==> src/sv/ttft_pkg.sv <==
`timescale 1ns / 1ps
// ----------------------------------------------------------------------------
// ttft_pkg
// Shared types and codes of the character-table source tokenizer.
// ----------------------------------------------------------------------------
package ttft_pkg;

  typedef enum logic [3:0] {
    TK_NAMECHAR    = 4'd0,
    TK_NAMEDONE    = 4'd1,
    TK_ENTRYSTART  = 4'd2,
    TK_KEYBYTE     = 4'd3,
    TK_TEXTCHAR    = 4'd4,
    TK_LABELCHAR   = 4'd5,
    TK_BREAKMARK   = 4'd6,
    TK_PARAMCHAR   = 4'd7,
    TK_PARAMFORMAT = 4'd8,
    TK_ENTRYDONE   = 4'd9,
    TK_SOURCEOK    = 4'd10,
    TK_ERROR       = 4'd11
  } tok_kind_e;

  typedef enum logic [7:0] {
    ER_CHAR   = 8'd0,
    ER_EOL    = 8'd1,
    ER_EOF    = 8'd2,
    ER_HEX    = 8'd3,
    ER_PNAME  = 8'd4,
    ER_FORMAT = 8'd5
  } err_e;

  localparam int unsigned QDepth = 4;
  localparam int unsigned QPtrW  = $clog2(QDepth);
  localparam int unsigned QCntW  = $clog2(QDepth + 1);

  typedef struct packed {
    logic [7:0] char_code;
    logic       end_mark;
  } in_item_t;

  typedef struct packed {
    logic [3:0] token_kind;
    logic [7:0] token_value;
    logic       last_of_run;
  } out_item_t;

  typedef struct packed {
    logic [3:0] kind;
    logic [7:0] value;
  } token_t;

  // One or two tokens caused by a single source word
  typedef struct packed {
    logic   two;
    token_t tok0;
    token_t tok1;
  } tok_pair_t;

  typedef struct packed {
    logic full;
    logic empty;
  } q_status_t;

endpackage

==> src/sv/text_table_file_tokenizer.sv <==
`timescale 1ns / 1ps
// ----------------------------------------------------------------------------
// text_table_file_tokenizer
// Character-table source tokenizer, one source byte per word in.
// ----------------------------------------------------------------------------
// Input channel (in_valid_i / in_ready_o / in_data_i): one source byte, or
// the end-of-source mark, per word. Output channel (out_valid_o /
// out_ready_i / out_data_o): typed tokens; last_of_run flags the final token
// caused by one input word. A word gives zero, one or two tokens.
// An accepted word's tokens pass through the token queue and then the output
// register before they are valid on the output.
// Throughput: one input word per cycle while the queue is not full; the
// output side sends one token per cycle while the receiver takes them, so a
// word that closes an entry and starts the next sends two tokens.
// The parser classifies each word combinationally and pushes its tokens
// into a four-entry queue; the sender drains that queue into an output
// register. When the receiver stalls, the output holds, the queue fills and
// in_ready_o falls once it is full; nothing is dropped.
// After an error token or the source-ok token the parser stops and takes
// further words without producing anything until reset. Reset (rst_ni, async,
// active low) returns the parser to the source start and empties the queue.
// ----------------------------------------------------------------------------
module text_table_file_tokenizer (
  input  logic                clk_i,
  input  logic                rst_ni,
  input  logic                in_valid_i,
  output logic                in_ready_o,
  input  ttft_pkg::in_item_t  in_data_i,
  output logic                out_valid_o,
  input  logic                out_ready_i,
  output ttft_pkg::out_item_t out_data_o
);

  logic                push;
  logic                pop;
  ttft_pkg::tok_pair_t push_pair;
  ttft_pkg::tok_pair_t head_pair;
  ttft_pkg::q_status_t q_status;

  ttft_front u_front (
    .clk_i      (clk_i),
    .rst_ni     (rst_ni),
    .in_valid_i (in_valid_i),
    .in_ready_o (in_ready_o),
    .in_data_i  (in_data_i),
    .q_status_i (q_status),
    .push_o     (push),
    .pair_o     (push_pair)
  );

  ttft_queue u_queue (
    .clk_i    (clk_i),
    .rst_ni   (rst_ni),
    .push_i   (push),
    .pair_i   (push_pair),
    .pop_i    (pop),
    .pair_o   (head_pair),
    .status_o (q_status)
  );

  ttft_back u_back (
    .clk_i       (clk_i),
    .rst_ni      (rst_ni),
    .pair_i      (head_pair),
    .q_status_i  (q_status),
    .pop_o       (pop),
    .out_valid_o (out_valid_o),
    .out_ready_i (out_ready_i),
    .out_data_o  (out_data_o)
  );

endmodule

==> src/sv/ttft_front.sv <==
`timescale 1ns / 1ps
// ----------------------------------------------------------------------------
// ttft_front
// Grammar state machine: takes one source word per cycle while the queue is
// not full and classifies it into zero, one or two tokens for the token queue.
// ----------------------------------------------------------------------------
module ttft_front (
  input  logic                clk_i,
  input  logic                rst_ni,
  input  logic                in_valid_i,
  output logic                in_ready_o,
  input  ttft_pkg::in_item_t  in_data_i,
  input  ttft_pkg::q_status_t q_status_i,
  output logic                push_o,
  output ttft_pkg::tok_pair_t pair_o
);

  typedef enum logic [3:0] {
    PH_START, PH_NAME, PH_BETWEEN, PH_KEY_HIGH, PH_KEY_LOW, PH_TEXT,
    PH_LABEL_OPEN, PH_LABEL, PH_ESCAPES, PH_ESC_N, PH_PARAM_FIRST,
    PH_PARAM_NAME, PH_PARAM_PCT, PH_PARAM_FMT, PH_PARAM_AFTER, PH_HALT
  } phase_e;

  typedef struct packed {
    logic         has;
    ttft_pkg::token_t tok;
    phase_e       phase;
    logic         kind_we;
    logic [1:0]   kind;
    logic         nib_we;
    logic [3:0]   nib;
  } disp_t;

  localparam logic [7:0] ChAt     = 8'h40;
  localparam logic [7:0] ChBang   = 8'h21;
  localparam logic [7:0] ChDollar = 8'h24;
  localparam logic [7:0] ChSlash  = 8'h2f;
  localparam logic [7:0] ChEq     = 8'h3d;
  localparam logic [7:0] ChLBrk   = 8'h5b;
  localparam logic [7:0] ChRBrk   = 8'h5d;
  localparam logic [7:0] ChPct    = 8'h25;
  localparam logic [7:0] ChD      = 8'h44;
  localparam logic [7:0] ChX      = 8'h58;
  localparam logic [7:0] ChB      = 8'h42;
  localparam logic [7:0] ChComma  = 8'h2c;
  localparam logic [7:0] ChBslash = 8'h5c;
  localparam logic [7:0] ChN      = 8'h6e;
  localparam logic [7:0] ChLf     = 8'h0a;
  localparam logic [7:0] ChCr     = 8'h0d;

  localparam logic [1:0] KindText    = 2'd0;
  localparam logic [1:0] KindSwitch  = 2'd1;
  localparam logic [1:0] KindEnd     = 2'd2;
  localparam logic [1:0] KindControl = 2'd3;

  phase_e     phase_q, phase_d;
  logic [1:0] kind_q, kind_d;
  logic [3:0] nib_q, nib_d;
  logic       named_q, named_d;

  function automatic logic [4:0] hex_of(logic [7:0] c);
    // {valid, value}
    logic [4:0] r;
    r = 5'd0;
    if (c >= 8'h30 && c <= 8'h39) r = {1'b1, 4'(c - 8'h30)};
    else if (c >= 8'h61 && c <= 8'h66) r = {1'b1, 4'(c - 8'h57)};
    else if (c >= 8'h41 && c <= 8'h46) r = {1'b1, 4'(c - 8'h37)};
    return r;
  endfunction

  function automatic logic is_alnum(logic [7:0] c);
    return (c >= 8'h30 && c <= 8'h39) || (c >= 8'h61 && c <= 8'h7a) ||
           (c >= 8'h41 && c <= 8'h5a);
  endfunction

  function automatic ttft_pkg::token_t mk(ttft_pkg::tok_kind_e k, logic [7:0] v);
    ttft_pkg::token_t t;
    t.kind  = k;
    t.value = v;
    return t;
  endfunction

  // Entry boundary: start an entry, skip a line break, finish the source, or flag a bad character
  function automatic disp_t dispatch(logic [7:0] c, logic eos, logic skip);
    disp_t      d;
    logic [4:0] h;
    logic [1:0] k;
    d       = '0;
    d.phase = PH_HALT;
    h       = hex_of(c);
    k       = (c == ChBang) ? KindSwitch : (c == ChSlash) ? KindEnd : KindControl;
    if (eos) begin
      d.has = 1'b1;
      d.tok = mk(ttft_pkg::TK_SOURCEOK, 8'd0);
    end else if (skip && (c == ChLf || c == ChCr)) begin
      d.phase = PH_BETWEEN;
    end else if (c == ChBang || c == ChSlash || c == ChDollar) begin
      d.has     = 1'b1;
      d.tok     = mk(ttft_pkg::TK_ENTRYSTART, {6'd0, k});
      d.phase   = PH_KEY_HIGH;
      d.kind_we = 1'b1;
      d.kind    = k;
    end else if (h[4]) begin
      d.has     = 1'b1;
      d.tok     = mk(ttft_pkg::TK_ENTRYSTART, {6'd0, KindText});
      d.phase   = PH_KEY_LOW;
      d.kind_we = 1'b1;
      d.kind    = KindText;
      d.nib_we  = 1'b1;
      d.nib     = h[3:0];
    end else begin
      d.has = 1'b1;
      d.tok = mk(ttft_pkg::TK_ERROR, ttft_pkg::ER_CHAR);
    end
    return d;
  endfunction

  logic       accept;
  logic       eos;
  logic [7:0] c;
  logic       nul;
  logic       brk;
  logic [4:0] hx;
  logic [1:0] n_tok;
  disp_t      dsp;

  assign in_ready_o = !q_status_i.full;
  assign accept     = in_valid_i && in_ready_o;
  assign eos        = in_data_i.end_mark;
  assign c          = eos ? 8'd0 : in_data_i.char_code;
  assign nul        = (c == 8'd0);
  assign brk        = (c == ChLf) || (c == ChCr);
  assign hx         = hex_of(c);

  always_comb begin
    phase_d     = phase_q;
    kind_d      = kind_q;
    nib_d       = nib_q;
    named_d     = named_q;
    n_tok       = 2'd0;
    pair_o      = '0;
    dsp         = dispatch(c, eos, phase_q != PH_START);
    unique case (phase_q)
      PH_START, PH_BETWEEN: begin
        if (phase_q == PH_START && !eos && c == ChAt) begin
          phase_d = PH_NAME;
        end else begin
          n_tok       = {1'b0, dsp.has};
          pair_o.tok0 = dsp.tok;
          phase_d     = dsp.phase;
          if (dsp.kind_we) kind_d = dsp.kind;
          if (dsp.nib_we) nib_d = dsp.nib;
        end
      end
      PH_NAME: begin
        n_tok = 2'd1;
        if (brk) begin
          pair_o.tok0 = mk(ttft_pkg::TK_NAMEDONE, {7'd0, named_q});
          phase_d     = PH_BETWEEN;
        end else if (nul) begin
          pair_o.tok0 = mk(ttft_pkg::TK_ERROR, ttft_pkg::ER_EOF);
          phase_d     = PH_HALT;
        end else if (c == ChComma) begin
          pair_o.tok0 = mk(ttft_pkg::TK_ERROR, ttft_pkg::ER_CHAR);
          phase_d     = PH_HALT;
        end else begin
          named_d     = 1'b1;
          pair_o.tok0 = mk(ttft_pkg::TK_NAMECHAR, c);
        end
      end
      PH_KEY_HIGH: begin
        if (!eos && hx[4]) begin
          nib_d   = hx[3:0];
          phase_d = PH_KEY_LOW;
        end else if (!eos && c == ChEq) begin
          phase_d = (kind_q == KindText) ? PH_TEXT : PH_LABEL_OPEN;
        end else begin
          n_tok       = 2'd1;
          pair_o.tok0 = mk(ttft_pkg::TK_ERROR, ttft_pkg::ER_CHAR);
          phase_d     = PH_HALT;
        end
      end
      PH_KEY_LOW: begin
        n_tok = 2'd1;
        if (!eos && hx[4]) begin
          pair_o.tok0 = mk(ttft_pkg::TK_KEYBYTE, {nib_q, hx[3:0]});
          phase_d     = PH_KEY_HIGH;
        end else begin
          pair_o.tok0 = mk(ttft_pkg::TK_ERROR, ttft_pkg::ER_HEX);
          phase_d     = PH_HALT;
        end
      end
      PH_TEXT: begin
        n_tok = 2'd1;
        if (brk) begin
          pair_o.tok0 = mk(ttft_pkg::TK_ENTRYDONE, 8'd0);
          phase_d     = PH_BETWEEN;
        end else if (nul) begin
          pair_o.tok0 = mk(ttft_pkg::TK_ERROR, ttft_pkg::ER_EOF);
          phase_d     = PH_HALT;
        end else begin
          pair_o.tok0 = mk(ttft_pkg::TK_TEXTCHAR, c);
        end
      end
      PH_LABEL_OPEN: begin
        if (!eos && c == ChLBrk) begin
          phase_d = PH_LABEL;
        end else begin
          n_tok       = 2'd1;
          pair_o.tok0 = mk(ttft_pkg::TK_ERROR, ttft_pkg::ER_CHAR);
          phase_d     = PH_HALT;
        end
      end
      PH_LABEL: begin
        if (!eos && c == ChRBrk) begin
          if (kind_q == KindSwitch) begin
            n_tok       = 2'd1;
            pair_o.tok0 = mk(ttft_pkg::TK_ENTRYDONE, 8'd0);
            phase_d     = PH_BETWEEN;
          end else begin
            phase_d = PH_ESCAPES;
          end
        end else if (nul) begin
          n_tok       = 2'd1;
          pair_o.tok0 = mk(ttft_pkg::TK_ERROR, ttft_pkg::ER_EOF);
          phase_d     = PH_HALT;
        end else if (brk) begin
          n_tok       = 2'd1;
          pair_o.tok0 = mk(ttft_pkg::TK_ERROR, ttft_pkg::ER_EOL);
          phase_d     = PH_HALT;
        end else begin
          n_tok       = 2'd1;
          pair_o.tok0 = mk(ttft_pkg::TK_LABELCHAR, c);
        end
      end
      PH_ESCAPES, PH_PARAM_AFTER: begin
        if (phase_q == PH_ESCAPES && !eos && c == ChBslash) begin
          phase_d = PH_ESC_N;
        end else if (!eos && c == ChComma &&
                     (phase_q == PH_PARAM_AFTER || kind_q == KindControl)) begin
          phase_d = PH_PARAM_FIRST;
        end else begin
          // close the entry, then treat this word as an entry boundary
          n_tok       = dsp.has ? 2'd2 : 2'd1;
          pair_o.tok0 = mk(ttft_pkg::TK_ENTRYDONE, 8'd0);
          pair_o.tok1 = dsp.tok;
          phase_d     = dsp.phase;
          if (dsp.kind_we) kind_d = dsp.kind;
          if (dsp.nib_we) nib_d = dsp.nib;
        end
      end
      PH_ESC_N: begin
        n_tok = 2'd1;
        if (!eos && c == ChN) begin
          pair_o.tok0 = mk(ttft_pkg::TK_BREAKMARK, 8'd0);
          phase_d     = PH_ESCAPES;
        end else begin
          pair_o.tok0 = mk(ttft_pkg::TK_ERROR, ttft_pkg::ER_CHAR);
          phase_d     = PH_HALT;
        end
      end
      PH_PARAM_FIRST: begin
        n_tok = 2'd1;
        if (!eos && is_alnum(c)) begin
          pair_o.tok0 = mk(ttft_pkg::TK_PARAMCHAR, c);
          phase_d     = PH_PARAM_NAME;
        end else begin
          pair_o.tok0 = mk(ttft_pkg::TK_ERROR, ttft_pkg::ER_PNAME);
          phase_d     = PH_HALT;
        end
      end
      PH_PARAM_NAME: begin
        if (!eos && is_alnum(c)) begin
          n_tok       = 2'd1;
          pair_o.tok0 = mk(ttft_pkg::TK_PARAMCHAR, c);
        end else if (!eos && c == ChEq) begin
          phase_d = PH_PARAM_PCT;
        end else begin
          n_tok       = 2'd1;
          pair_o.tok0 = mk(ttft_pkg::TK_ERROR, ttft_pkg::ER_CHAR);
          phase_d     = PH_HALT;
        end
      end
      PH_PARAM_PCT: begin
        if (!eos && c == ChPct) begin
          phase_d = PH_PARAM_FMT;
        end else begin
          n_tok       = 2'd1;
          pair_o.tok0 = mk(ttft_pkg::TK_ERROR, ttft_pkg::ER_CHAR);
          phase_d     = PH_HALT;
        end
      end
      PH_PARAM_FMT: begin
        n_tok = 2'd1;
        if (!eos && (c == ChD || c == ChX || c == ChB)) begin
          pair_o.tok0 = mk(ttft_pkg::TK_PARAMFORMAT,
                           (c == ChD) ? 8'd0 : (c == ChX) ? 8'd1 : 8'd2);
          phase_d     = PH_PARAM_AFTER;
        end else begin
          pair_o.tok0 = mk(ttft_pkg::TK_ERROR, ttft_pkg::ER_FORMAT);
          phase_d     = PH_HALT;
        end
      end
      PH_HALT: begin
        phase_d = PH_HALT;
      end
    endcase
    pair_o.two = (n_tok == 2'd2);
  end

  assign push_o = accept && (n_tok != 2'd0);

  always_ff @(posedge clk_i or negedge rst_ni) begin
    if (!rst_ni) begin
      phase_q <= PH_START;
      kind_q  <= 2'd0;
      nib_q   <= 4'd0;
      named_q <= 1'b0;
    end else if (accept) begin
      phase_q <= phase_d;
      kind_q  <= kind_d;
      nib_q   <= nib_d;
      named_q <= named_d;
    end
  end

  // Stopped parser never pushes a token
  assert property (@(posedge clk_i) disable iff (!rst_ni)
    phase_q == PH_HALT |-> !push_o)
    else $error("token pushed after stop");

  // Error or source end always halts the parser
  assert property (@(posedge clk_i) disable iff (!rst_ni)
    push_o && (pair_o.tok0.kind == ttft_pkg::TK_ERROR ||
               pair_o.tok0.kind == ttft_pkg::TK_SOURCEOK) |=> phase_q == PH_HALT)
    else $error("parser did not stop");

endmodule

==> src/sv/ttft_queue.sv <==
`timescale 1ns / 1ps
// ----------------------------------------------------------------------------
// ttft_queue
// Short queue of token pairs between the parser and the token sender.
// ----------------------------------------------------------------------------
module ttft_queue (
  input  logic                clk_i,
  input  logic                rst_ni,
  input  logic                push_i,
  input  ttft_pkg::tok_pair_t pair_i,
  input  logic                pop_i,
  output ttft_pkg::tok_pair_t pair_o,
  output ttft_pkg::q_status_t status_o
);

  ttft_pkg::tok_pair_t                       mem_q [ttft_pkg::QDepth];
  logic [ttft_pkg::QPtrW-1:0]                wptr_q, rptr_q;
  logic [ttft_pkg::QCntW-1:0]                cnt_q;

  assign status_o.full  = (cnt_q == ttft_pkg::QCntW'(ttft_pkg::QDepth));
  assign status_o.empty = (cnt_q == '0);
  assign pair_o         = mem_q[rptr_q];

  always_ff @(posedge clk_i) begin
    if (push_i) mem_q[wptr_q] <= pair_i;
  end

  always_ff @(posedge clk_i or negedge rst_ni) begin
    if (!rst_ni) begin
      wptr_q <= '0;
      rptr_q <= '0;
      cnt_q  <= '0;
    end else begin
      if (push_i) wptr_q <= wptr_q + ttft_pkg::QPtrW'(1);
      if (pop_i) rptr_q <= rptr_q + ttft_pkg::QPtrW'(1);
      if (push_i && !pop_i) cnt_q <= cnt_q + ttft_pkg::QCntW'(1);
      else if (pop_i && !push_i) cnt_q <= cnt_q - ttft_pkg::QCntW'(1);
    end
  end

  assert property (@(posedge clk_i) disable iff (!rst_ni)
    status_o.full |-> !push_i)
    else $error("push into full queue");

  assert property (@(posedge clk_i) disable iff (!rst_ni)
    status_o.empty |-> !pop_i)
    else $error("pop from empty queue");

endmodule

==> src/sv/ttft_back.sv <==
`timescale 1ns / 1ps
// ----------------------------------------------------------------------------
// ttft_back
// Token sender: unpacks each queued pair into one or two output words and
// holds them in an output register until taken.
// ----------------------------------------------------------------------------
module ttft_back (
  input  logic                 clk_i,
  input  logic                 rst_ni,
  input  ttft_pkg::tok_pair_t  pair_i,
  input  ttft_pkg::q_status_t  q_status_i,
  output logic                 pop_o,
  output logic                 out_valid_o,
  input  logic                 out_ready_i,
  output ttft_pkg::out_item_t  out_data_o
);

  logic                out_valid_q;
  ttft_pkg::out_item_t out_q;
  logic                pend_q;
  ttft_pkg::token_t    pend_tok_q;
  logic                can_load;

  assign can_load    = !out_valid_q || out_ready_i;
  assign pop_o       = can_load && !pend_q && !q_status_i.empty;
  assign out_valid_o = out_valid_q;
  assign out_data_o  = out_q;

  always_ff @(posedge clk_i or negedge rst_ni) begin
    if (!rst_ni) begin
      out_valid_q <= 1'b0;
      pend_q      <= 1'b0;
    end else if (can_load) begin
      if (pend_q) begin
        out_valid_q <= 1'b1;
        pend_q      <= 1'b0;
      end else if (!q_status_i.empty) begin
        out_valid_q <= 1'b1;
        pend_q      <= pair_i.two;
      end else begin
        out_valid_q <= 1'b0;
      end
    end
  end

  always_ff @(posedge clk_i) begin
    if (can_load) begin
      if (pend_q) begin
        out_q.token_kind  <= pend_tok_q.kind;
        out_q.token_value <= pend_tok_q.value;
        out_q.last_of_run <= 1'b1;
      end else if (!q_status_i.empty) begin
        out_q.token_kind  <= pair_i.tok0.kind;
        out_q.token_value <= pair_i.tok0.value;
        out_q.last_of_run <= !pair_i.two;
        pend_tok_q        <= pair_i.tok1;
      end
    end
  end

  // Second token of a pair waits only behind the first one
  assert property (@(posedge clk_i) disable iff (!rst_ni)
    pend_q |-> out_valid_q && !out_q.last_of_run)
    else $error("pending token without its lead word");

endmodule
==> config.mk <==
export PLATFORM = sky130hd
export DESIGN_NAME = text_table_file_tokenizer
export DESIGN_NICKNAME = d
export VERILOG_FILES = /design/src/sv/ttft_pkg.sv /design/src/sv/text_table_file_tokenizer.sv /design/src/sv/ttft_front.sv /design/src/sv/ttft_queue.sv /design/src/sv/ttft_back.sv
export SDC_FILE = /design/constraint.sdc
export NUM_CORES = 1
export LEC_CHECK = 0
export ABC_CLOCK_PERIOD_IN_PS = 6000
export BUFFER_PORTS_ARGS = -buffer_cell sky130_fd_sc_hd__buf_2
export CORE_UTILIZATION = 28
export CTS_BUF_LIST = sky130_fd_sc_hd__clkbuf_8
export DETAILED_ROUTE_END_ITERATION = 8
export PLACE_DENSITY = 0.48
export REMOVE_ABC_BUFFERS = 1
export SLEW_MARGIN = 20
export SYNTH_ARGS = -nofsm -noshare
export SYNTH_HDL_FRONTEND = slang
export SYNTH_SLANG_ARGS = --single-unit
==> constraint.sdc <==
create_clock -name clk_i -period 6 [get_ports clk_i]
set_input_delay 1.2 -clock clk_i [delete_from_list [all_inputs] [get_ports clk_i]]
set_output_delay 1.2 -clock clk_i [all_outputs]
set_load 0.02 [all_outputs]
=== Word level (Yosys, flattened, before mapping) ===
Memory sizes are Yosys's and may differ from the RTL's.
Index checks and enable logic that the tools add are counted.

* $add $sub $neg: 7
* Order comparisons: 8
* Eq/ne operators: 44
* Muxes and demuxes: 97
* Bitwise operators: 5
* Reduce and logical (&&, ||, !) cells: 61

{| class="wikitable"
|+ Operators by type and width
! operator !! number
|-
| 12-bit two-way mux || 22
|-
| 12-bit case mux with 13 select lines || 1
|-
| 4-bit two-way mux || 23
|-
| 8-bit by 7-bit equality test with 1-bit output (second input constant) || 8
|-
| 4-bit case mux with 14 select lines || 1
|-
| 13-bit two-way mux || 4
|-
| 8-bit by 6-bit equality test with 1-bit output (second input constant) || 6
|-
| 24-bit two-way mux || 2
|-
| 4-bit equality test (second input constant) || 8
|-
| 8-bit by 7-bit less-or-equal comparator with 1-bit output (second input constant) || 4
|-
| 1-bit logical AND || 26
|-
| 2-bit two-way mux || 13
|-
| 8-bit two-way mux || 3
|-
| 20-bit two-way mux || 1
|-
| 5-bit two-way mux || 4
|-
| 4-bit by 3-bit equality test with 1-bit output (second input constant) || 4
|-
| 8-bit by 4-bit equality test with 1-bit output (second input constant) || 2
|-
| 8-bit by 7-bit >= comparator with 1-bit output (second input constant) || 2
|-
| 2-bit case mux with 8 select lines || 1
|-
| 1-bit two-way mux || 15
|-
| 5-bit AND reduction || 3
|-
| 3-bit two-way mux || 4
|-
| 4-bit case mux with 3 select lines || 1
|-
| 10-bit two-way mux || 1
|-
| 32 further kinds || 63
|}

* Flip-flop bits (word level): 45
* Memory bits (writable): 100
* Output and inout port bits: 15
* Word-level logic and storage cells: 237
* Memories: 1

{| class="wikitable"
|+ Memory list
! name !! depth !! width !! rd ports !! clocked after Yosys merged registers in !! write ports !! line !! RTL
|-
| u_queue.mem_q || 4 || 25 || 1 || 0 || 1 || ttft_queue.sv:16 || <nowiki>ttft_pkg::tok_pair_t mem_q [ttft_pkg::QDepth];</nowiki>
|}

=== Logic depth before layout (Yosys ltp) ===
* Depth in word-level cells: 20
* Gate-level depth with buffers: 17
* Depth with buffers taken out: 15

=== Hierarchy ===
From an unflattened synthesis, not the netlist that was laid out.

* Cell total of the unflattened synthesis: 546
* Area total of the unflattened synthesis: 7380.8 sq um

{| class="wikitable"
|+ By module, submodules not included
! module !! times used !! cells an instance !! area each (sq um) !! sequential area each (sq um)
|-
| ttft_queue || 1 || 165 || 4048.9 || 3178.0
|-
| ttft_front || 1 || 331 || 2279.7 || 275.3
|-
| ttft_back || 1 || 50 || 1052.3 || 800.8
|}

=== Worst setup path after synthesis ===
Ideal clock, no wire load.

* Path type: input-to-reg
* Start: input port in_data_i[0] in the netlist's numbering
* End: register u_queue.cnt_q[2] in the netlist's numbering
* Setup time: 0.079 ns
* Data arrival time: 4.259 ns
* Path slack: 1.662 ns
* Stages: 17
* Cells stage by stage: buf_6 > buf_6 > clkbuf_1 > nand2b_1 > inv_1 > ha_1 > o21ba_2 > o211ai_2 > a31o_2 > o21ba_2 > a31oi_4 > ha_1 > inv_1 > fa_1 > xor2_1 > nor2_1 > xor2_1

* Longest elaborated chain between the ends: 15

{| class="wikitable"
|+ RTL lines
! item !! line !! RTL
|-
| start: declaration || text_table_file_tokenizer.sv:28 || <nowiki>input ttft_pkg::in_item_t in_data_i,</nowiki>
|-
| branches (longest 9 deep; another with 8-bit by 7-bit >= comparator with 1-bit output) || - ||
|-
| 2-bit case mux with 8 select lines (*) || ttft_front.sv:143 || <nowiki>unique case (phase_q)</nowiki>
|-
| 2-bit nonzero test (*) || ttft_front.sv:311 || <nowiki>assign push_o = accept && (n_tok != 2'd0);</nowiki>
|-
| 1-bit logical AND (*) || ttft_front.sv:311 ||
|-
| named net push || text_table_file_tokenizer.sv:34 || <nowiki>logic push;</nowiki>
|-
| 1-bit zero test || ttft_queue.sv:37 || <nowiki>else if (pop_i && !push_i) cnt_q <= cnt_q - ttft_pkg::QCntW'(1);</nowiki>
|-
| 1-bit logical AND || ttft_queue.sv:37 ||
|-
| 2-bit nonzero test (no source line) || - ||
|-
| end signal: assignment || ttft_queue.sv:36 || <nowiki>if (push_i && !pop_i) cnt_q <= cnt_q + ttft_pkg::QCntW'(1);</nowiki>
|-
| end signal: assignment || ttft_queue.sv:37 ||
|-
| end: declaration || ttft_queue.sv:18 || <nowiki>logic [ttft_pkg::QCntW-1:0] cnt_q;</nowiki>
|}

Mark *: on every way through the listed nets, which the timed path passes.
A chain may end at the register's enable or synchronous reset.

=== Worst setup path after layout ===
Same ends and word-level chain as after synthesis.

==> results_dict.tcl <==
set metrics [dict create \
    rows 53 \
    clock_skew_ns 0.0249 \
    drtAntennaViolNets 0 \
    dp_cells 761 \
    startpoint_type "input port" \
    synth-simple-area-share_pct 16.3 \
    finalSetupTns_ns 0 \
    grt_start_max_net_pins 28 \
    wirelength_microns 15100 \
    power_density_mw_per_mm2 401 \
    io_pins 28 \
    grt_pass1_wl_microns 23900 \
    die_area_sq_mm 0.0220 \
    crit_required_ns 6.29 \
    fp.dieW_microns 148 \
    synth_mux_area_share_pct 9.93 \
    cts_setup_buffers 0 \
    drt_iter0_markers 411 \
    drc_errors 0 \
    drv_cap 0 \
    status "complete, no violations" \
    p_leak_nw 2.26 \
    worstPathMaxFanout 27 \
    cts-root-buf "clkbuf_8" \
    slew_viol_final 0 \
    final_cells 776 \
    period_needed_ns 4.51 \
    viasPerCell 5.37 \
    gp_congestion 0.885 \
    antenna_found_initial 0 \
    yosysWarnings 0 \
    diodes 0 \
    cts.repair.resized 0 \
    synth_edf_count 90 \
    tightestPinTransition_ns 1.03 \
    nets 520 \
    arrival_ns 4.80 \
    synth.distinct_cells 84 \
    p_total_mw 2.63 \
    first_global_vias 4047 \
    rsz0062_at_grt "no" \
    ys.flop_type "edfxtp_1" \
    finalCritPeriodShare_pct 75.1 \
    clk_latency_ns 0.38 \
    synth_compound_area_share_pct 13.5 \
    clock_sinks 110 \
    routed-via-count 4170 \
    synth_area_sq_mm 0.00600 \
    avgSynthCellArea_sq_um 12.5 \
    yosys.area_share.adder_pct 2.21 \
    ys_ff_latch 110 \
    hold_ws_ns 0.495 \
    drtPass1Iterations 5 \
    ys_async_sr_fraction_pct 18.2 \
    gr-usage-all-layers_pct 14.3 \
    syn_to_final_growth_pct 9.12 \
    wire_per_inst_microns 19.5 \
    numCtsBuffers 9 \
    drive_gt1_share_pct 20.6 \
    ctsHoldBuffers 0 \
    synth_xor_area_share_pct 1.17 \
    crit_path_end_kind "flop" \
    final_util_pct 31.1 \
    ys_seq_area_share_pct 53.4 \
    synth_top_family_by_area "simple AND/OR/NAND/NOR gates" \
    finalHoldViolCount 0 \
    hold_path.class "flop to flop" \
    crit_type "input port to flop" \
    clock.fmax_mhz 222 \
    setup_viol 0 \
    start_util_pct 28.5 \
    chipHeight_microns 148 \
    clk_path_buf_depth 2 \
    cts_tree "done" \
    ir_drop_mv 0.129 \
    numPortBuffers 27 \
    dpl.hpwl_microns 10600 \
    grt-ovfl-total 0 \
    clk_pin_slew_ns 0.10 \
    max-slew-margin-rel_pct 30.6 \
    cts-htree-levels 3 \
    synthCells 481 \
    core_area_sq_mm 0.0210 \
]
==> layer usage <==
layer / track usage (%) / vias up / wire length, microns
li1: - / 1904 / -
met1: 19.2 / 2074 / 6880
met2: 23.0 / 165 / 7090
met3: 2.82 / 27 / 821
met4: 5.31 / 0 / 342
met5: 0 / - / 0
==> state kept, by name, summed over array words and instances, names as in the netlist, 3 cells and up <==
signal,cells
u_queue.mem_q,72
u_back.out_data_o,13
u_back.pend_tok_q,5
u_front.nib_q,4
u_front.phase_q,4
u_queue.cnt_q,3
==> worst max-delay path: stages <==
cell,delay (ns)
buf_2,0.44
nand2b_1,0.30
inv_1,0.12
ha_1,0.31
or3b_1,0.39
nand4b_1,0.10
buf_4,0.18
a31o_2,0.23
o21ba_2,0.20
a31oi_4,0.23
ha_1,0.23
inv_1,0.06
fa_1,0.37
xor2_1,0.16
nor2_1,0.11
xor2_1,0.15
==> cell families (layout without fill, tap and decap cells) <==
group	Yosys count	in the layout
compound gates	109	109
simple gates	168	168
mux	35	35
fa+ha+maj	10	10
buf+inv	41	61
xor+xnor	8	8
flops	110	110
==> cells in the final DEF (no fill, tap or decap), types with 4 or more instances in the layout <==
| cell type | instances |
|---|---|
| dfrtp_1 | 20 |
| nand3_1 | 6 |
| clkbuf_8 | 10 |
| mux4_2 | 18 |
| nand4_1 | 4 |
| a21oi_1 | 16 |
| buf_2 | 27 |
| nor2b_1 | 16 |
| xnor2_1 | 5 |
| ha_1 | 9 |
| nand2_1 | 35 |
| o31ai_1 | 5 |
| o21ai_0 | 18 |
| and2_1 | 11 |
| edfxtp_1 | 90 |
| o21a_1 | 5 |
| nand2b_1 | 9 |
| or3_1 | 5 |
| a211oi_1 | 4 |
| a31oi_1 | 10 |
| nand4b_1 | 5 |
| inv_1 | 13 |
| a22o_1 | 5 |
| buf_4 | 8 |
| a22oi_1 | 5 |
| nor2_1 | 33 |
| nor4_1 | 4 |
| nor3_1 | 11 |
| mux2_2 | 15 |
| and3b_1 | 4 |
==> through the flow <==
step,setup WS (ns),cell area [sq um]
global placement,1.23,6370
finish,1.49,6550
detailed placement,1.13,6370
global route,1.28,6550
CTS,1.53,6550
floorplan,1.94,5830
==> synthesized netlist by cell type, types with 8 or more instances <==
cell type	count	area share (%)
ha_1	9	1.9
o21ai_0	18	1.5
a21oi_1	16	1.3
a31oi_1	10	1.0
inv_1	11	0.69
nor2b_1	16	1.7
buf_2	12	1.0
mux2_2	15	2.8
edfxtp_1	90	45
dfrtp_1	20	8.3
nand2b_1	9	0.94
clkbuf_1	8	0.50
and2_1	11	1.1
nand2_1	35	2.2
mux4_2	18	6.8
nor3_1	11	0.92
nor2_1	33	2.1
==> power by group <==
part / total, mW / internal, mW / switching (mW)
clock network: 0.406 / 0.163 / 0.243
logic: 0.972 / 0.421 / 0.551
registers: 1.25 / 1.09 / 0.163
==> layout make-up <==
type	instances	area, sq um
Clock buffer	10	138
Clock inverter	5	36.3
Fill cell	2115	14500
Inverter	11	41.3
Multi-Input combinational cell	330	2590
Sequential cell	110	3200
Tap cell	275	344
Timing Repair Buffer	35	195
==> path summary, 6_finish.rpt <==
kind	start	endpoint	slack (ns)	cells past startpoint
max in group asynchronous	rst_ni	u_front.nib_q[0]	4.71	1
hold / removal	u_front.named_q	u_front.named_q	0.49	1
min in group asynchronous	rst_ni	u_front.kind_q[1]	0.84	1
setup / recovery	in_data_i[0]	u_queue.cnt_q[2]	1.49	16
hold reg to reg	u_front.named_q	u_front.named_q	0.49	1
setup reg to reg	u_front.phase_q[2]	u_queue.cnt_q[2]	2.48	10
Power figures use the tool's default switching activity.
